`config.mk`:
```
export PLATFORM = sky130hd
export DESIGN_NAME = gated_edge_sampler_rpm_meter_unit
export DESIGN_NICKNAME = d
export VERILOG_FILES = /design/src/gesr_pkg.sv /design/src/gated_edge_sampler_rpm_meter_unit.sv
export SDC_FILE = /design/constraint.sdc
export NUM_CORES = 1
export LEC_CHECK = 0
export BUFFER_PORTS_ARGS = -buffer_cell sky130_fd_sc_hd__buf_2
export CAP_MARGIN = 20
export CORE_MARGIN = 2
export CORE_UTILIZATION = 50
export CTS_CLUSTER_DIAMETER = 50
export DETAILED_ROUTE_END_ITERATION = 10
export GPL_ROUTABILITY_DRIVEN = 0
export PLACE_DENSITY_LB_ADDON = 0.2
export SLEW_MARGIN = 20
export SYNTH_ARGS = -nofsm -noshare
export SYNTH_HDL_FRONTEND = slang
export SYNTH_SLANG_ARGS = --single-unit
```
`constraint.sdc`:
```
create_clock -name clk -period 12.2 [get_ports clk]
set_input_delay 1.22 -clock clk [delete_from_list [all_inputs] [get_ports clk]]
set_output_delay 1.22 -clock clk [all_outputs]
set_load 0.05 [all_outputs]
```
`src/gesr_pkg.sv`:
```
// Package for the gated edge sampler and rpm meter.
// Holds field widths, register defaults, codes and the controller state type.
// No dependencies.
package gesr_pkg;

    localparam int unsigned RING_DEPTH_DEF = 1024;

    localparam int unsigned SAMPLE_W   = 12;
    localparam int unsigned SLOT_OUT_W = 10;
    localparam int unsigned INTERVAL_W = 16;
    localparam int unsigned RPM_W      = 16;
    localparam int unsigned CNT_W      = 16;
    localparam int unsigned TICK_W     = 32;
    localparam int unsigned CFG8_W     = 8;
    localparam int unsigned CFG_W      = 16;
    localparam int unsigned CFG_IDX_W  = 3;

    // rpm = floor(6000000 * edges / (pulses_per_rev * window * 270))
    localparam int unsigned NUM_W = 39;
    localparam int unsigned DEN_W = 33;
    localparam int unsigned REM_W = 33;
    localparam logic [NUM_W-1:0] RPM_NUM_K = NUM_W'(6000000);
    localparam logic [DEN_W-1:0] RPM_DEN_K = DEN_W'(270);

    localparam int unsigned STEP_W    = 6;
    localparam int unsigned MUL_STEPS = CNT_W;
    localparam int unsigned DIV_STEPS = NUM_W;

    localparam logic [CFG8_W-1:0] HOLD_COUNT_RST     = 8'd5;
    localparam logic [CFG8_W-1:0] SKIP_COUNT_RST     = 8'd3;
    localparam logic [CFG_W-1:0]  WINDOW_TICKS_RST   = 16'd15000;
    localparam logic [CFG8_W-1:0] PULSES_PER_REV_RST = 8'd68;
    localparam logic [CFG8_W-1:0] TICK_PERIOD_US_RST = 8'd10;

    localparam logic OP_TICK = 1'b0;
    localparam logic OP_EDGE = 1'b1;

    typedef enum logic [CFG_IDX_W-1:0] {
        REG_HOLD_COUNT     = 3'd0,
        REG_SKIP_COUNT     = 3'd1,
        REG_WINDOW_TICKS   = 3'd2,
        REG_PULSES_PER_REV = 3'd3,
        REG_TICK_PERIOD_US = 3'd4
    } gesr_reg_t;

    typedef enum logic [2:0] {
        ST_IDLE,
        ST_MUL,
        ST_STAMP,
        ST_DIV,
        ST_DONE
    } gesr_state_t;

    function automatic logic [CNT_W-1:0] sat_inc16(input logic [CNT_W-1:0] v);
        return (v == {CNT_W{1'b1}}) ? v : v + 1'b1;
    endfunction

endpackage

```
`src/gated_edge_sampler_rpm_meter_unit.sv`:
```
// Gated edge sampler with M-method rpm meter, top level.
// Depends on gesr_pkg.
//
// Ticks and edges arrive on one valid/ready input channel. A tick, or an edge
// that neither samples nor closes the window, is absorbed without leaving idle.
// An edge that samples runs bit-serial multipliers (timestamp, divisor and
// dividend are formed one bit a cycle), then passes the stamp and done states.
// An edge that closes the measurement window also runs a restoring divider,
// one quotient bit a cycle over the 39-bit dividend, between stamp and done.
// The result word sits in an output register, so the next item is taken while
// it waits. Configuration writes take effect at once and belong in idle time.
module gated_edge_sampler_rpm_meter_unit
    import gesr_pkg::*;
#(
    parameter int unsigned RING_DEPTH = RING_DEPTH_DEF
)
(
    input  logic                  clk,
    input  logic                  rst_n,

    input  logic                  cfg_we,
    input  logic [CFG_IDX_W-1:0]  cfg_index,
    input  logic [CFG_W-1:0]      cfg_wdata,

    input  logic                  in_valid,
    output logic                  in_ready,
    input  logic                  opcode,
    input  logic [SAMPLE_W-1:0]   adc_sample,

    output logic                  out_valid,
    input  logic                  out_ready,
    output logic                  sample_valid,
    output logic [SAMPLE_W-1:0]   sample_value,
    output logic [SLOT_OUT_W-1:0] sample_slot,
    output logic                  interval_valid,
    output logic [INTERVAL_W-1:0] interval_us,
    output logic                  rpm_valid,
    output logic [RPM_W-1:0]      rpm
);

    localparam int unsigned SLOT_W = $clog2(RING_DEPTH);

    // configuration
    logic [CFG8_W-1:0] hold_count_reg;
    logic [CFG8_W-1:0] skip_count_reg;
    logic [CFG_W-1:0]  window_ticks_reg;
    logic [CFG8_W-1:0] pulses_per_rev_reg;
    logic [CFG8_W-1:0] tick_period_us_reg;

    // architectural state
    logic [TICK_W-1:0] tick_total_reg;
    logic [CNT_W-1:0]  window_count_reg;
    logic [CNT_W-1:0]  edge_count_reg;
    logic [CFG8_W-1:0] taken_reg;
    logic [CFG8_W-1:0] skips_left_reg;
    logic [TICK_W-1:0] last_stamp_reg;
    logic              have_prev_reg;
    logic [SLOT_W-1:0] slot_ptr_reg;

    // controller
    gesr_state_t       state_reg;
    gesr_state_t       state_next;
    logic [STEP_W-1:0] step_reg;
    logic              in_acc;
    logic              load_out;

    // per-edge work registers
    logic                  take_reg;
    logic                  close_reg;
    logic                  int_valid_reg;
    logic [SAMPLE_W-1:0]   sample_reg;
    logic [SLOT_W-1:0]     slot_reg;
    logic [TICK_W-1:0]     tt_sh_reg;
    logic [CFG8_W-1:0]     tp_sh_reg;
    logic [TICK_W-1:0]     stamp_reg;
    logic [CFG8_W-1:0]     pp_sh_reg;
    logic [DEN_W-1:0]      wk_sh_reg;
    logic [DEN_W-1:0]      d_acc_reg;
    logic [CNT_W-1:0]      e_sh_reg;
    logic [NUM_W-1:0]      c_sh_reg;
    logic [NUM_W-1:0]      n_acc_reg;
    logic [INTERVAL_W-1:0] interval_reg;
    logic [REM_W-1:0]      rem_reg;
    logic [RPM_W-1:0]      quo_reg;
    logic                  ovf_reg;

    // output word
    logic                  out_valid_reg;
    logic                  sample_valid_reg;
    logic [SAMPLE_W-1:0]   sample_value_reg;
    logic [SLOT_OUT_W-1:0] sample_slot_reg;
    logic                  interval_valid_reg;
    logic [INTERVAL_W-1:0] interval_us_reg;
    logic                  rpm_valid_reg;
    logic [RPM_W-1:0]      rpm_reg;

    logic              take_now;
    logic              close_now;
    logic [CNT_W-1:0]  edge_inc;
    logic [SLOT_W-1:0] slot_ptr_next;
    logic [REM_W:0]    div_trial;
    logic [REM_W:0]    div_diff;
    logic              div_ge;

    assign take_now  = taken_reg < hold_count_reg;
    assign close_now = window_count_reg >= window_ticks_reg;
    assign edge_inc  = sat_inc16(edge_count_reg);
    assign slot_ptr_next = (slot_ptr_reg == SLOT_W'(RING_DEPTH - 1)) ? '0
                                                                     : slot_ptr_reg + 1'b1;

    assign div_trial = {rem_reg, n_acc_reg[NUM_W-1]};
    assign div_diff  = div_trial - {1'b0, d_acc_reg};
    assign div_ge    = div_trial >= {1'b0, d_acc_reg};

    assign in_acc = in_valid && in_ready;

    always_ff @(posedge clk or negedge rst_n)
    begin
        if (!rst_n)
        begin
            state_reg <= ST_IDLE;
            step_reg  <= '0;
        end
        else
        begin
            state_reg <= state_next;
            if (state_reg != state_next)
                step_reg <= '0;
            else if (state_reg == ST_MUL || state_reg == ST_DIV)
                step_reg <= step_reg + 1'b1;
        end
    end

    always_comb
    begin
        state_next = state_reg;
        in_ready   = 1'b0;
        load_out   = 1'b0;
        case (state_reg)
            ST_IDLE:
            begin
                in_ready = 1'b1;
                if (in_valid && opcode == OP_EDGE && (take_now || close_now))
                    state_next = ST_MUL;
            end
            ST_MUL:
            begin
                if (step_reg == STEP_W'(MUL_STEPS - 1))
                    state_next = ST_STAMP;
            end
            ST_STAMP:
            begin
                state_next = close_reg ? ST_DIV : ST_DONE;
            end
            ST_DIV:
            begin
                if (step_reg == STEP_W'(DIV_STEPS - 1))
                    state_next = ST_DONE;
            end
            ST_DONE:
            begin
                if (!out_valid_reg || out_ready)
                begin
                    load_out   = 1'b1;
                    state_next = ST_IDLE;
                end
            end
            default:
            begin
                state_next = ST_IDLE;
            end
        endcase
    end

    // configuration and gating/counting state
    always_ff @(posedge clk or negedge rst_n)
    begin
        if (!rst_n)
        begin
            hold_count_reg     <= HOLD_COUNT_RST;
            skip_count_reg     <= SKIP_COUNT_RST;
            window_ticks_reg   <= WINDOW_TICKS_RST;
            pulses_per_rev_reg <= PULSES_PER_REV_RST;
            tick_period_us_reg <= TICK_PERIOD_US_RST;
            tick_total_reg     <= '0;
            window_count_reg   <= '0;
            edge_count_reg     <= '0;
            taken_reg          <= '0;
            skips_left_reg     <= SKIP_COUNT_RST;
            last_stamp_reg     <= '0;
            have_prev_reg      <= 1'b0;
            slot_ptr_reg       <= '0;
        end
        else
        begin
            if (cfg_we)
            begin
                case (cfg_index)
                    REG_HOLD_COUNT:     hold_count_reg     <= cfg_wdata[CFG8_W-1:0];
                    REG_SKIP_COUNT:     skip_count_reg     <= cfg_wdata[CFG8_W-1:0];
                    REG_WINDOW_TICKS:   window_ticks_reg   <= cfg_wdata;
                    REG_PULSES_PER_REV: pulses_per_rev_reg <= cfg_wdata[CFG8_W-1:0];
                    REG_TICK_PERIOD_US: tick_period_us_reg <= cfg_wdata[CFG8_W-1:0];
                    default:            ;
                endcase
            end

            if (in_acc)
            begin
                if (opcode == OP_TICK)
                begin
                    tick_total_reg   <= tick_total_reg + 1'b1;
                    window_count_reg <= sat_inc16(window_count_reg);
                end
                else
                begin
                    if (take_now)
                    begin
                        taken_reg     <= taken_reg + 1'b1;
                        slot_ptr_reg  <= slot_ptr_next;
                        have_prev_reg <= 1'b1;
                    end
                    else if (skips_left_reg == '0)
                    begin
                        // restart edge
                        taken_reg      <= '0;
                        skips_left_reg <= skip_count_reg;
                    end
                    else
                    begin
                        skips_left_reg <= skips_left_reg - 1'b1;
                    end

                    if (close_now)
                    begin
                        edge_count_reg   <= '0;
                        window_count_reg <= '0;
                    end
                    else
                    begin
                        edge_count_reg <= edge_inc;
                    end
                end
            end

            if (state_reg == ST_STAMP && take_reg)
                last_stamp_reg <= stamp_reg;
        end
    end

    // serial datapath: shift-add multipliers, then restoring divider
    always_ff @(posedge clk)
    begin
        if (in_acc && opcode == OP_EDGE)
        begin
            take_reg      <= take_now;
            close_reg     <= close_now;
            int_valid_reg <= have_prev_reg;
            sample_reg    <= adc_sample;
            slot_reg      <= slot_ptr_reg;
            tt_sh_reg     <= tick_total_reg;
            tp_sh_reg     <= tick_period_us_reg;
            stamp_reg     <= '0;
            pp_sh_reg     <= pulses_per_rev_reg;
            wk_sh_reg     <= DEN_W'(window_count_reg) * RPM_DEN_K;
            d_acc_reg     <= '0;
            e_sh_reg      <= edge_inc;
            c_sh_reg      <= RPM_NUM_K;
            n_acc_reg     <= '0;
        end

        case (state_reg)
            ST_MUL:
            begin
                if (tp_sh_reg[0])
                    stamp_reg <= stamp_reg + tt_sh_reg;
                tt_sh_reg <= tt_sh_reg << 1;
                tp_sh_reg <= tp_sh_reg >> 1;
                if (pp_sh_reg[0])
                    d_acc_reg <= d_acc_reg + wk_sh_reg;
                wk_sh_reg <= wk_sh_reg << 1;
                pp_sh_reg <= pp_sh_reg >> 1;
                if (e_sh_reg[0])
                    n_acc_reg <= n_acc_reg + c_sh_reg;
                c_sh_reg <= c_sh_reg << 1;
                e_sh_reg <= e_sh_reg >> 1;
                rem_reg  <= '0;
                quo_reg  <= '0;
                ovf_reg  <= 1'b0;
            end
            ST_STAMP:
            begin
                interval_reg <= INTERVAL_W'(stamp_reg - last_stamp_reg);
            end
            ST_DIV:
            begin
                rem_reg   <= div_ge ? div_diff[REM_W-1:0] : div_trial[REM_W-1:0];
                n_acc_reg <= n_acc_reg << 1;
                quo_reg   <= {quo_reg[RPM_W-2:0], div_ge};
                // any quotient bit above the 16-bit range saturates the result
                ovf_reg   <= ovf_reg | quo_reg[RPM_W-1];
            end
            default:
            begin
            end
        endcase

        if (load_out)
        begin
            sample_valid_reg   <= take_reg;
            sample_value_reg   <= take_reg ? sample_reg : '0;
            sample_slot_reg    <= take_reg ? SLOT_OUT_W'(slot_reg) : '0;
            interval_valid_reg <= take_reg && int_valid_reg;
            interval_us_reg    <= (take_reg && int_valid_reg) ? interval_reg : '0;
            rpm_valid_reg      <= close_reg;
            rpm_reg            <= !close_reg ? '0 : (ovf_reg ? {RPM_W{1'b1}} : quo_reg);
        end
    end

    always_ff @(posedge clk or negedge rst_n)
    begin
        if (!rst_n)
            out_valid_reg <= 1'b0;
        else if (load_out)
            out_valid_reg <= 1'b1;
        else if (out_ready)
            out_valid_reg <= 1'b0;
    end

    assign out_valid      = out_valid_reg;
    assign sample_valid   = sample_valid_reg;
    assign sample_value   = sample_value_reg;
    assign sample_slot    = sample_slot_reg;
    assign interval_valid = interval_valid_reg;
    assign interval_us    = interval_us_reg;
    assign rpm_valid      = rpm_valid_reg;
    assign rpm            = rpm_reg;

endmodule

```
==> results.sh, run 1 <==
export IMPL_ys_types=85
export IMPL_antenna_found_initial=0
export IMPL_synthTopCellsByCount="290 x nand2_1, 264 x edfxtp_1, 237 x o21ai_0"
export IMPL_slowest_stage="fa_1"
export IMPL_vias=20400
export IMPL_wl_microns=58800
export IMPL_hp_class="flop to flop"
export IMPL_rsz0062_at_grt="false"
export IMPL_synth_seq_cells=497
export IMPL_synth_avg_cell_area_sq_um=10.1
export IMPL_synth_edf_count=264
export IMPL_syn_area_sq_um=28200
export IMPL_start_util_pct=50.8
export IMPL_track_usage_pct=20.7
export IMPL_synth_top_area_share_pct=28.2
export IMPL_n_antenna_cell=0
export IMPL_numPortBuffers=95
export IMPL_critPathTopFamily="compound AO/OA/AOI/OAI gates"
export IMPL_yosysSeqAreaShare_pct=47.4
export IMPL_critPathLaunchType="flop"
export IMPL_cts_buffer_depth=3
export IMPL_drv_cap=0
export IMPL_drcViolationCount=0
export IMPL_cts_tree="done"
export IMPL_grt_pass1_wl_microns=100000
export IMPL_die_y_microns=241
export IMPL_row_count=86
export IMPL_path_buf_inv=2
export IMPL_max_freq_ghz=0.209
export IMPL_cts_sinks=497
export IMPL_worst_path_most_repeated_cell="o21ai_0"
export IMPL_synthCells=2801
export IMPL_p_leak_uw=0.0136
export IMPL_postRouteAntennaNets=0
export IMPL_setup_viol=0
export IMPL_die_area_sq_um=58200
export IMPL_relSlewSlack_pct=31.4
export IMPL_tns_ns=0
export IMPL_drive_gt1_share_pct=10.4
export IMPL_arrival_ns=5.14
export IMPL_path_cells="ha_1, fa_1, inv_1, fa_1, inv_1, ha_1, a211o_1, a211oi_1, o21bai_1, a31oi_1, o21ai_0, o21ai_0, o21ai_0, mux2i_1, a211o_1"
export IMPL_largest_reg_flops=39
export IMPL_cts_root_buf="clkbuf_16"
export IMPL_coreArea_sq_um=55400
export IMPL_max_vdd_ir_drop_v=0.000162
export IMPL_dieWidth_microns=241
export IMPL_clk_latency_ns=0.64
export IMPL_cts_setup_buffers=0
export IMPL_crit_type="flop to flop"
export IMPL_synthTopCellsByArea="edfxtp_1 28%, dfrtp_1 12%, ha_1 9.4%"
export IMPL_hpwl_microns=40500
export IMPL_drt_iter0_drc=1241
export IMPL_cpPeakStageDelay_ns=0.54
export IMPL_total_power_uw=8510
export IMPL_power_density_nw_per_um2=270
export IMPL_fin_crit_ns=4.79
export IMPL_wl_per_cell_microns=16.0
export IMPL_final_nets=3163
export IMPL_slew_viol_final=0
export IMPL_final_hold_viol_count=0
export IMPL_drt_pass1_iterations=5
export IMPL_syn_nets=3079
export IMPL_grt_max_degree=112
export IMPL_ys_flop_type="edfxtp_1"
export IMPL_hold_buffers=0
export IMPL_cp_end_kind="flop"
export IMPL_overflow=0
export IMPL_yosysWarnings=0
export IMPL_io_pins=96
export IMPL_path_clk_slew_ns=0.06
export IMPL_cts_made_buffers=59
export IMPL_outcome="finished clean"
export IMPL_synthMostInstantiatedCell="nand2_1"
export IMPL_worst_path_max_fanout=6
export IMPL_async_flop_share_pct=30.0
export IMPL_ctsResizeCount=0
export IMPL_skew_ns=0.0477
export IMPL_grt_pass1_vias=20300
export IMPL_via_per_inst=5.54
export IMPL_area_growth_synth_to_final_pct=11.8
export IMPL_final_util_pct=56.8
export IMPL_tightest_slew_ns=1.03
export IMPL_yosysTopAreaCell="edfxtp_1"
export IMPL_htree_levels=2
export IMPL_fin_crit_sh_pct=39.3
export IMPL_cp_required_ns=12.55
## final cells by class
| class | instances | area [sq um] |
|---|---|---|
| multi-input cells | 1982 | 13600 |
| well taps | 748 | 936 |
| clock inverters | 38 | 432 |
| flip-flops and latches | 497 | 13400 |
| repair buffers | 119 | 664 |
| inverters | 226 | 848 |
| fillers | 4755 | 23900 |
| clock buffers | 74 | 1590 |
## placed cells by master, fill, tap and decap left out, types with 24 or more instances in the layout
cell and instances:
xor2_1 68, o21a_1 40, dfxtp_1 84, nand2_1 289
or3_1 31, a21oi_1 128, and2_1 86, edfxtp_1 264
inv_1 222, dfrtp_1 132, fa_1 29, o21ai_0 237
o31ai_1 34, nor3_1 34, clkbuf_16 60, nor2_1 145
nand3_1 104, and3_1 42, a211oi_1 24, a22oi_1 27
xnor2_1 77, a21o_1 47, ha_1 212, buf_4 24
mux2_2 27, buf_2 94, nand2b_1 25
## per-layer routing
| layer | track usage [%] | vias up | wire [microns] |
|---|---|---|---|
| li1 | - | 10200 | - |
| met1 | 28.3 | 9829 | 28400 |
| met2 | 34.8 | 305 | 27400 |
| met3 | 2.81 | 75 | 2040 |
| met4 | 4.94 | 0 | 968 |
| met5 | 0 | - | 0 |
## power breakdown
| group | total (uW) | internal (uW) | switching (uW) |
|---|---|---|---|
| sequential | 2850 | 2480 | 364 |
| clock | 1800 | 1080 | 720 |
| combinational | 3870 | 1570 | 2290 |
## worst reg2reg max path, cell delays in order, from the launching register on
cell and delay [ns]:
dfrtp_1 0.48, ha_1 0.34, fa_1 0.54, inv_1 0.05, fa_1 0.50, inv_1 0.04, ha_1 0.36, a211o_1 0.34
a211oi_1 0.33, o21bai_1 0.16, a31oi_1 0.26, o21ai_0 0.20, o21ai_0 0.31, o21ai_0 0.19, mux2i_1 0.15, a211o_1 0.27
## per-stage QoR
stage	std cells	setup WS (ns)	instance area, sq um	hold slack, ns
after CTS	3684	7.41	31500	0.465
after floorplan	2801	6.88	28200	0.416
after global routing	3684	7.00	31500	0.470
final	3684	7.41	31500	0.465
after detailed placement	3572	7.49	29400	0.448
after global placement	3571	7.58	29400	0.429
## cell families (layout without fill, tap and decap cells)
kind of cell	after synthesis	in the layout	synth area share [%]
buffers and inverters	322	457	4.34
adder cells (fa/ha/maj)	241	241	11.5
AO/OA/AOI/OAI	708	708	16.2
multiplexers	35	35	1.36
flip-flops	497	497	47.4
AND/OR/NAND/NOR	853	853	14.6
XOR/XNOR	145	145	4.51
## final timing paths
check	startpoint	slack, ns	to	cells after the start
min in group asynchronous	rst_n	0.71	skips_left_reg[2]	1
hold reg to reg	have_prev_reg	0.46	int_valid_reg	0
hold / removal	have_prev_reg	0.46	int_valid_reg	0
max in group asynchronous	rst_n	10.35	last_stamp_reg[1]	2
setup / recovery	window_count_reg[7]	7.41	wk_sh_reg[23]	15
setup reg to reg	window_count_reg[7]	7.41	wk_sh_reg[23]	15
No activity file was read; power rests on OpenSTA's default activity.
==> inputs of run 2 (changes only) <==
- ABC_AREA: default -> 1
- clock period: 12.2 -> 4.65 ns (I/O delays scaled with it)
==> results.sh, run 2 <==
export IMPL_final_hold_viol_count=0
export IMPL_drcViolationCount=0
export IMPL_die_area_sq_um=64900
export IMPL_synthTopCellsByCount="1047 x nand2_1, 668 x inv_1, 383 x nor2_1"
export IMPL_postRouteAntennaNets=0
export IMPL_hold_buffers=10
export IMPL_overflow=0
export IMPL_cts_tree="done"
export IMPL_grt_pass1_vias=24800
export IMPL_drv_cap=0
export IMPL_track_usage_pct=23.5
export IMPL_hp_class="input port to flop"
export IMPL_synthCells=4021
export IMPL_layout_commonest_cell="nand2_1"
export IMPL_relSlewSlack_pct=36.3
export IMPL_fin_crit_sh_pct=82.4
export IMPL_arrival_ns=4.20
export IMPL_path_cells="ha_1, ha_1, inv_1, fa_1, inv_1, ha_1, a21oi_1, nand2_1, a21boi_0, o21ai_0, nand3_1, nand3_1, nand3_1, nand2_1"
export IMPL_fill_cells=5840
export IMPL_multi_input_area_sq_um=15200
export IMPL_drt_iter0_drc=1779
export IMPL_syn_area_sq_um=31400
export IMPL_fin_crit_ns=3.83
export IMPL_final_nets=4409
export IMPL_power_density_nw_per_um2=737
export IMPL_async_flop_share_pct=30.0
export IMPL_hold_ws_ns=0.0367
export IMPL_start_util_pct=50.8
export IMPL_numPortBuffers=95
export IMPL_area_growth_synth_to_final_pct=11.9
export IMPL_synth_seq_cells=497
export IMPL_outcome="finished clean"
export IMPL_hpwl_microns=54300
export IMPL_slew_viol_final=0
export IMPL_cp_end_kind="flop"
export IMPL_setup_viol=0
export IMPL_cpPeakStageDelay_ns=0.51
export IMPL_synthMostInstantiatedCell="nand2_1"
export IMPL_seqCellArea_sq_um=13400
export IMPL_cp_required_ns=5.02
export IMPL_crit_type="flop to flop"
export IMPL_synthXorXnorAreaFrac_pct=3.18
export IMPL_yosysTopAreaCell="edfxtp_1"
export IMPL_path_clk_slew_ns=0.06
export IMPL_coreArea_sq_um=61900
export IMPL_syn_nets=4299
export IMPL_yosysSeqAreaShare_pct=42.5
export IMPL_htree_levels=3
export IMPL_wl_per_cell_microns=14.8
export IMPL_synthTopCellsByArea="edfxtp_1 25%, nand2_1 12%, dfrtp_1 11%"
export IMPL_vias=25800
export IMPL_ys_flop_type="edfxtp_1"
export IMPL_critPathLaunchType="flop"
export IMPL_drive_gt1_share_pct=7.59
export IMPL_tns_ns=0
export IMPL_synth_top_area_share_pct=25.2
export IMPL_synth_avg_cell_area_sq_um=7.82
export IMPL_worst_path_max_fanout=7
export IMPL_clk_latency_ns=0.62
export IMPL_synth_compound_gate_area_share_pct=9.77
export IMPL_max_freq_ghz=0.261
export IMPL_critPathTopFamily="adder cells"
export IMPL_cts_root_buf="clkbuf_16"
export IMPL_cts_setup_buffers=0
export IMPL_io_pins=96
export IMPL_max_vdd_ir_drop_v=0.000444
export IMPL_synthAdderAreaFrac_pct=10.3
export IMPL_dieWidth_microns=255
export IMPL_cts_sinks=497
export IMPL_synth_top_family_by_area="simple AND/OR/NAND/NOR gates"
export IMPL_yosysWarnings=0
export IMPL_slowest_stage="dfrtp_1"
export IMPL_die_y_microns=255
export IMPL_synth_edf_count=264
export IMPL_ys_types=57
export IMPL_antenna_found_initial=0
export IMPL_ctsResizeCount=0
export IMPL_cts_buffer_depth=3
export IMPL_drt_pass1_iterations=6
export IMPL_wl_microns=74400
export IMPL_p_leak_uw=0.0173
export IMPL_synth_simple_gate_area_share_pct=24.8
export IMPL_skew_ns=0.0310
export IMPL_cts_made_buffers=71
export IMPL_via_per_inst=5.13
export IMPL_final_cell_mix="1046 x nand2_1, 666 x inv_1, 381 x nor2_1"
export IMPL_path_buf_inv=2
export IMPL_largest_reg_flops=39
export IMPL_muxShareOfSynthArea_pct=0.0358
export IMPL_row_count=91
export IMPL_grt_pass1_wl_microns=124000
export IMPL_n_antenna_cell=0
export IMPL_rsz0062_at_grt="false"
export IMPL_grt_max_degree=75
export IMPL_tightest_slew_ns=0.955
[run 2: kinds of logic (layout without fill, tap and decap cells)]
group                    after synthesis  after routing
AO/OA/AOI/OAI                        555            555
adder cells (fa/ha/maj)              241            241
flip-flops                           497            497
buffers and inverters                765            933
XOR/XNOR                             114            114
multiplexers                           1              1
AND/OR/NAND/NOR                     1848           1848
[run 2: metal layers]
metal / wire (microns) / global-route usage [%] / share of wire, %
met5: 0 / 0 / 0
met4: 1310 / 5.15 / 1.8
met3: 3920 / 3.49 / 5.3
met2: 34000 / 38.9 / 46
met1: 35200 / 32.8 / 47
[run 2: per-stage QoR]
stage	setup WS, ns	area, sq um	std cells	util, %	total power (uW)
floorplan	0.246	31400	4021	-	17400
global placement	0.967	32700	4883	52.8	20300
detailed placement	0.914	32700	4883	52.8	20500
CTS	0.893	35200	5024	56.8	26000
global route	0.632	35200	5026	56.8	28400
finish	0.821	35200	5026	56.8	25900
[run 2: power breakdown]
group / total (uW) / leakage, uW / switching (uW) / internal [uW]
logic: 13200 / 0.0109 / 8620 / 4600
clock network: 5290 / 0.00114 / 2190 / 3100
registers: 7440 / 0.00529 / 990 / 6450
[run 2: final timing paths]
path | startpoint | end | slack [ns] | depth (start not counted)
worst max-delay path | window_count_reg[4] | wk_sh_reg[13] | 0.82 | 14
worst min-delay path | adc_sample[2] | sample_reg[2] | 0.04 | 1
worst max register to register | window_count_reg[4] | wk_sh_reg[13] | 0.82 | 14
worst min register to register | have_prev_reg | int_valid_reg | 0.44 | 0
max in group asynchronous | rst_n | edge_count_reg[1] | 3.16 | 3
min in group asynchronous | rst_n | tick_period_us_reg[5] | 0.46 | 2
[run 2: area by class of cell]
class / count / area share, %
flip-flops and latches: 497 / 38.0
multi-input cells: 2759 / 43.0
repair buffers: 123 / 2.10
clock buffers: 89 / 5.50
inverters: 679 / 7.25
clock inverters: 42 / 1.18
well taps: 837 / 2.98
==> inputs of run 3 (changes only) <==
- clock period: 4.65 -> 3.25 ns (I/O delays scaled with it)
==> results.sh, run 3 (synthesized netlist as in run 2, its figures left out) <==
export IMPL_outcome="finished, violations left"
export IMPL_violations="setup timing"
export IMPL_dp_cells=4961
export IMPL_intPower_uw=21700
export IMPL_slew_viol_final=0
export IMPL_fin_ws_ns=-0.0837
export IMPL_area_growth_synth_to_final_pct=17.4
export IMPL_grt_pass1_wl_microns=126000
export IMPL_tns_ns=-0.255
export IMPL_start_util_pct=50.8
export IMPL_cp_required_ns=3.61
export IMPL_overflow=0
export IMPL_io_pins=96
export IMPL_cts_root_buf="clkbuf_16"
export IMPL_wl_microns=77100
export IMPL_hpwl_microns=56100
export IMPL_fin_crit_sh_pct=103
export IMPL_via_per_inst=5.14
export IMPL_track_usage_pct=24.0
export IMPL_final_hold_viol_count=0
export IMPL_antenna_found_initial=0
export IMPL_coreArea_sq_um=61900
export IMPL_relSlewSlack_pct=34.5
export IMPL_dieWidth_microns=255
export IMPL_clk_latency_ns=0.62
export IMPL_grt_max_degree=78
export IMPL_wl_per_cell_microns=15.0
export IMPL_cpPeakStageDelay_ns=0.56
export IMPL_row_count=91
export IMPL_tightest_slew_ns=0.980
export IMPL_fill_cells=5637
export IMPL_largest_reg_flops=39
export IMPL_max_vdd_ir_drop_v=0.000535
export IMPL_cts_buffer_depth=3
export IMPL_setup_viol=5
export IMPL_fin_crit_ns=3.33
export IMPL_skew_ns=0.0241
export IMPL_sequentialPowerShare_pct=27.0
export IMPL_final_nets=4525
export IMPL_worst_path_max_fanout=4
export IMPL_critPathTopFamily="adder cells"
export IMPL_multi_input_area_sq_um=15800
export IMPL_switching_share_pct=44.9
export IMPL_power_density_nw_per_um2=1070
export IMPL_drt_pass1_iterations=7
export IMPL_numPortBuffers=95
export IMPL_pre_cts_slack_ns=-0.309
export IMPL_layoutNonFillerInstCount=5143
export IMPL_cts_tree="done"
export IMPL_die_y_microns=255
export IMPL_arrival_ns=3.69
export IMPL_grt_pass1_vias=25400
export IMPL_slowest_stage="fa_1"
export IMPL_drcViolationCount=0
export IMPL_final_cell_mix="1034 x nand2_1, 647 x inv_1, 373 x nor2_1"
export IMPL_n_antenna_cell=0
export IMPL_hold_ws_ns=0.0831
export IMPL_rsz0062_at_grt="true"
export IMPL_path_cells="buf_6, ha_4, fa_1, inv_2, fa_1, inv_2, ha_4, buf_6, nand4_1, nor2_2, nand4_1, nand4_1, a31oi_1"
export IMPL_postRouteAntennaNets=0
export IMPL_p_leak_uw=0.0179
export IMPL_max_freq_ghz=0.300
export IMPL_cts_made_buffers=71
export IMPL_seqCellArea_sq_um=13400
export IMPL_die_area_sq_um=64900
export IMPL_drv_cap=0
export IMPL_path_clk_slew_ns=0.06
export IMPL_power_switching_uw=17700
export IMPL_layout_commonest_cell="nand2_1"
export IMPL_path_buf_inv=4
export IMPL_final_util_pct=59.6
export IMPL_worst_path_most_repeated_cell="nand4_1"
export IMPL_cp_end_kind="flop"
export IMPL_critPathLaunchType="flop"
export IMPL_pwr_share_comb_pct=53.3
export IMPL_drive_gt1_share_pct=12.3
export IMPL_crit_type="flop to flop"
export IMPL_htree_levels=3
export IMPL_cts_sinks=497
export IMPL_drt_iter0_drc=1892
export IMPL_clkPwrFrac_pct=19.8
export IMPL_vias=26400
export IMPL_hp_class="input port to flop"
-- run 3: changes by cell type in the layout (fill, tap and decap cells not counted), sizes merged --
| cell | change |
|---|---|
| inv | +5 |
| clkinv | -6 |
| bufinv | +2 |
| buf | +105 |
| dlygate4sd3 | +11 |
-- run 3: tightest hold or removal path, delay by kind of cell --
kind	cells	cell delay [ns]
AND/OR/NAND/NOR	2	0.22
buffers and inverters	1	0.11
-- run 3: final timing paths --
path / start / to / slack, ns / cells past startpoint
worst max register to register: window_count_reg[13] / wk_sh_reg[22] / -0.08 / 13
worst max-delay path: window_count_reg[13] / wk_sh_reg[22] / -0.08 / 13
worst min register to register: have_prev_reg / int_valid_reg / 0.46 / 0
worst min-delay path: out_ready / out_valid / 0.08 / 3
min in group asynchronous: rst_n / window_ticks_reg[15] / 0.33 / 2
max in group asynchronous: rst_n / slot_ptr_reg[8] / 2.19 / 3
-- run 3: power by group through the flow --
stage	Clock, uW	Combinational [uW]	Sequential [uW]
2_1_floorplan	0	14700	10300
3_3_place_gp	0	19300	10700
3_5_place_dp	0	19500	10700
4_1_cts	7960	20100	10600
5_1_grt	8230	23800	10800
6_report	7780	21000	10600
-- run 3: final cells by class --
| cell class | instances | share of cell area [%] |
|---|---|---|
| Clock inverter | 43 | 1.34 |
| Clock buffer | 89 | 5.21 |
| Timing Repair Buffer | 239 | 4.77 |
| Inverter | 679 | 6.91 |
| Multi-Input combinational cell | 2759 | 42.7 |
| Sequential cell | 497 | 36.2 |
| Tap cell | 837 | 2.84 |
-- run 3: timing repair --
action,CTS,global route
cloned,0,0
endpoints found under the setup margin,14,16
endpoints found under the hold margin,79,0
gates resized for setup,56,84
hold buffers,21,0
buffers inserted,18,11
pin swaps,27,45
-- run 3: through the flow --
stage / total power (uW) / cell area (sq um)
after floorplan: 25000 / 31500
after global placement: 29900 / 33400
after detailed placement: 30100 / 33400
after CTS: 38600 / 36500
after global routing: 42900 / 36900
final: 39400 / 36900
-- run 3: routing by layer --
layer	wire, microns	part of all wire [%]	global-route usage, %	up-vias
met2	35500	46	39.6	528
met4	2070	2.7	7.70	0
li1	-	-	-	13500
met1	36000	47	32.7	12300
met3	3500	4.5	3.25	127
met5	0	0	0	-
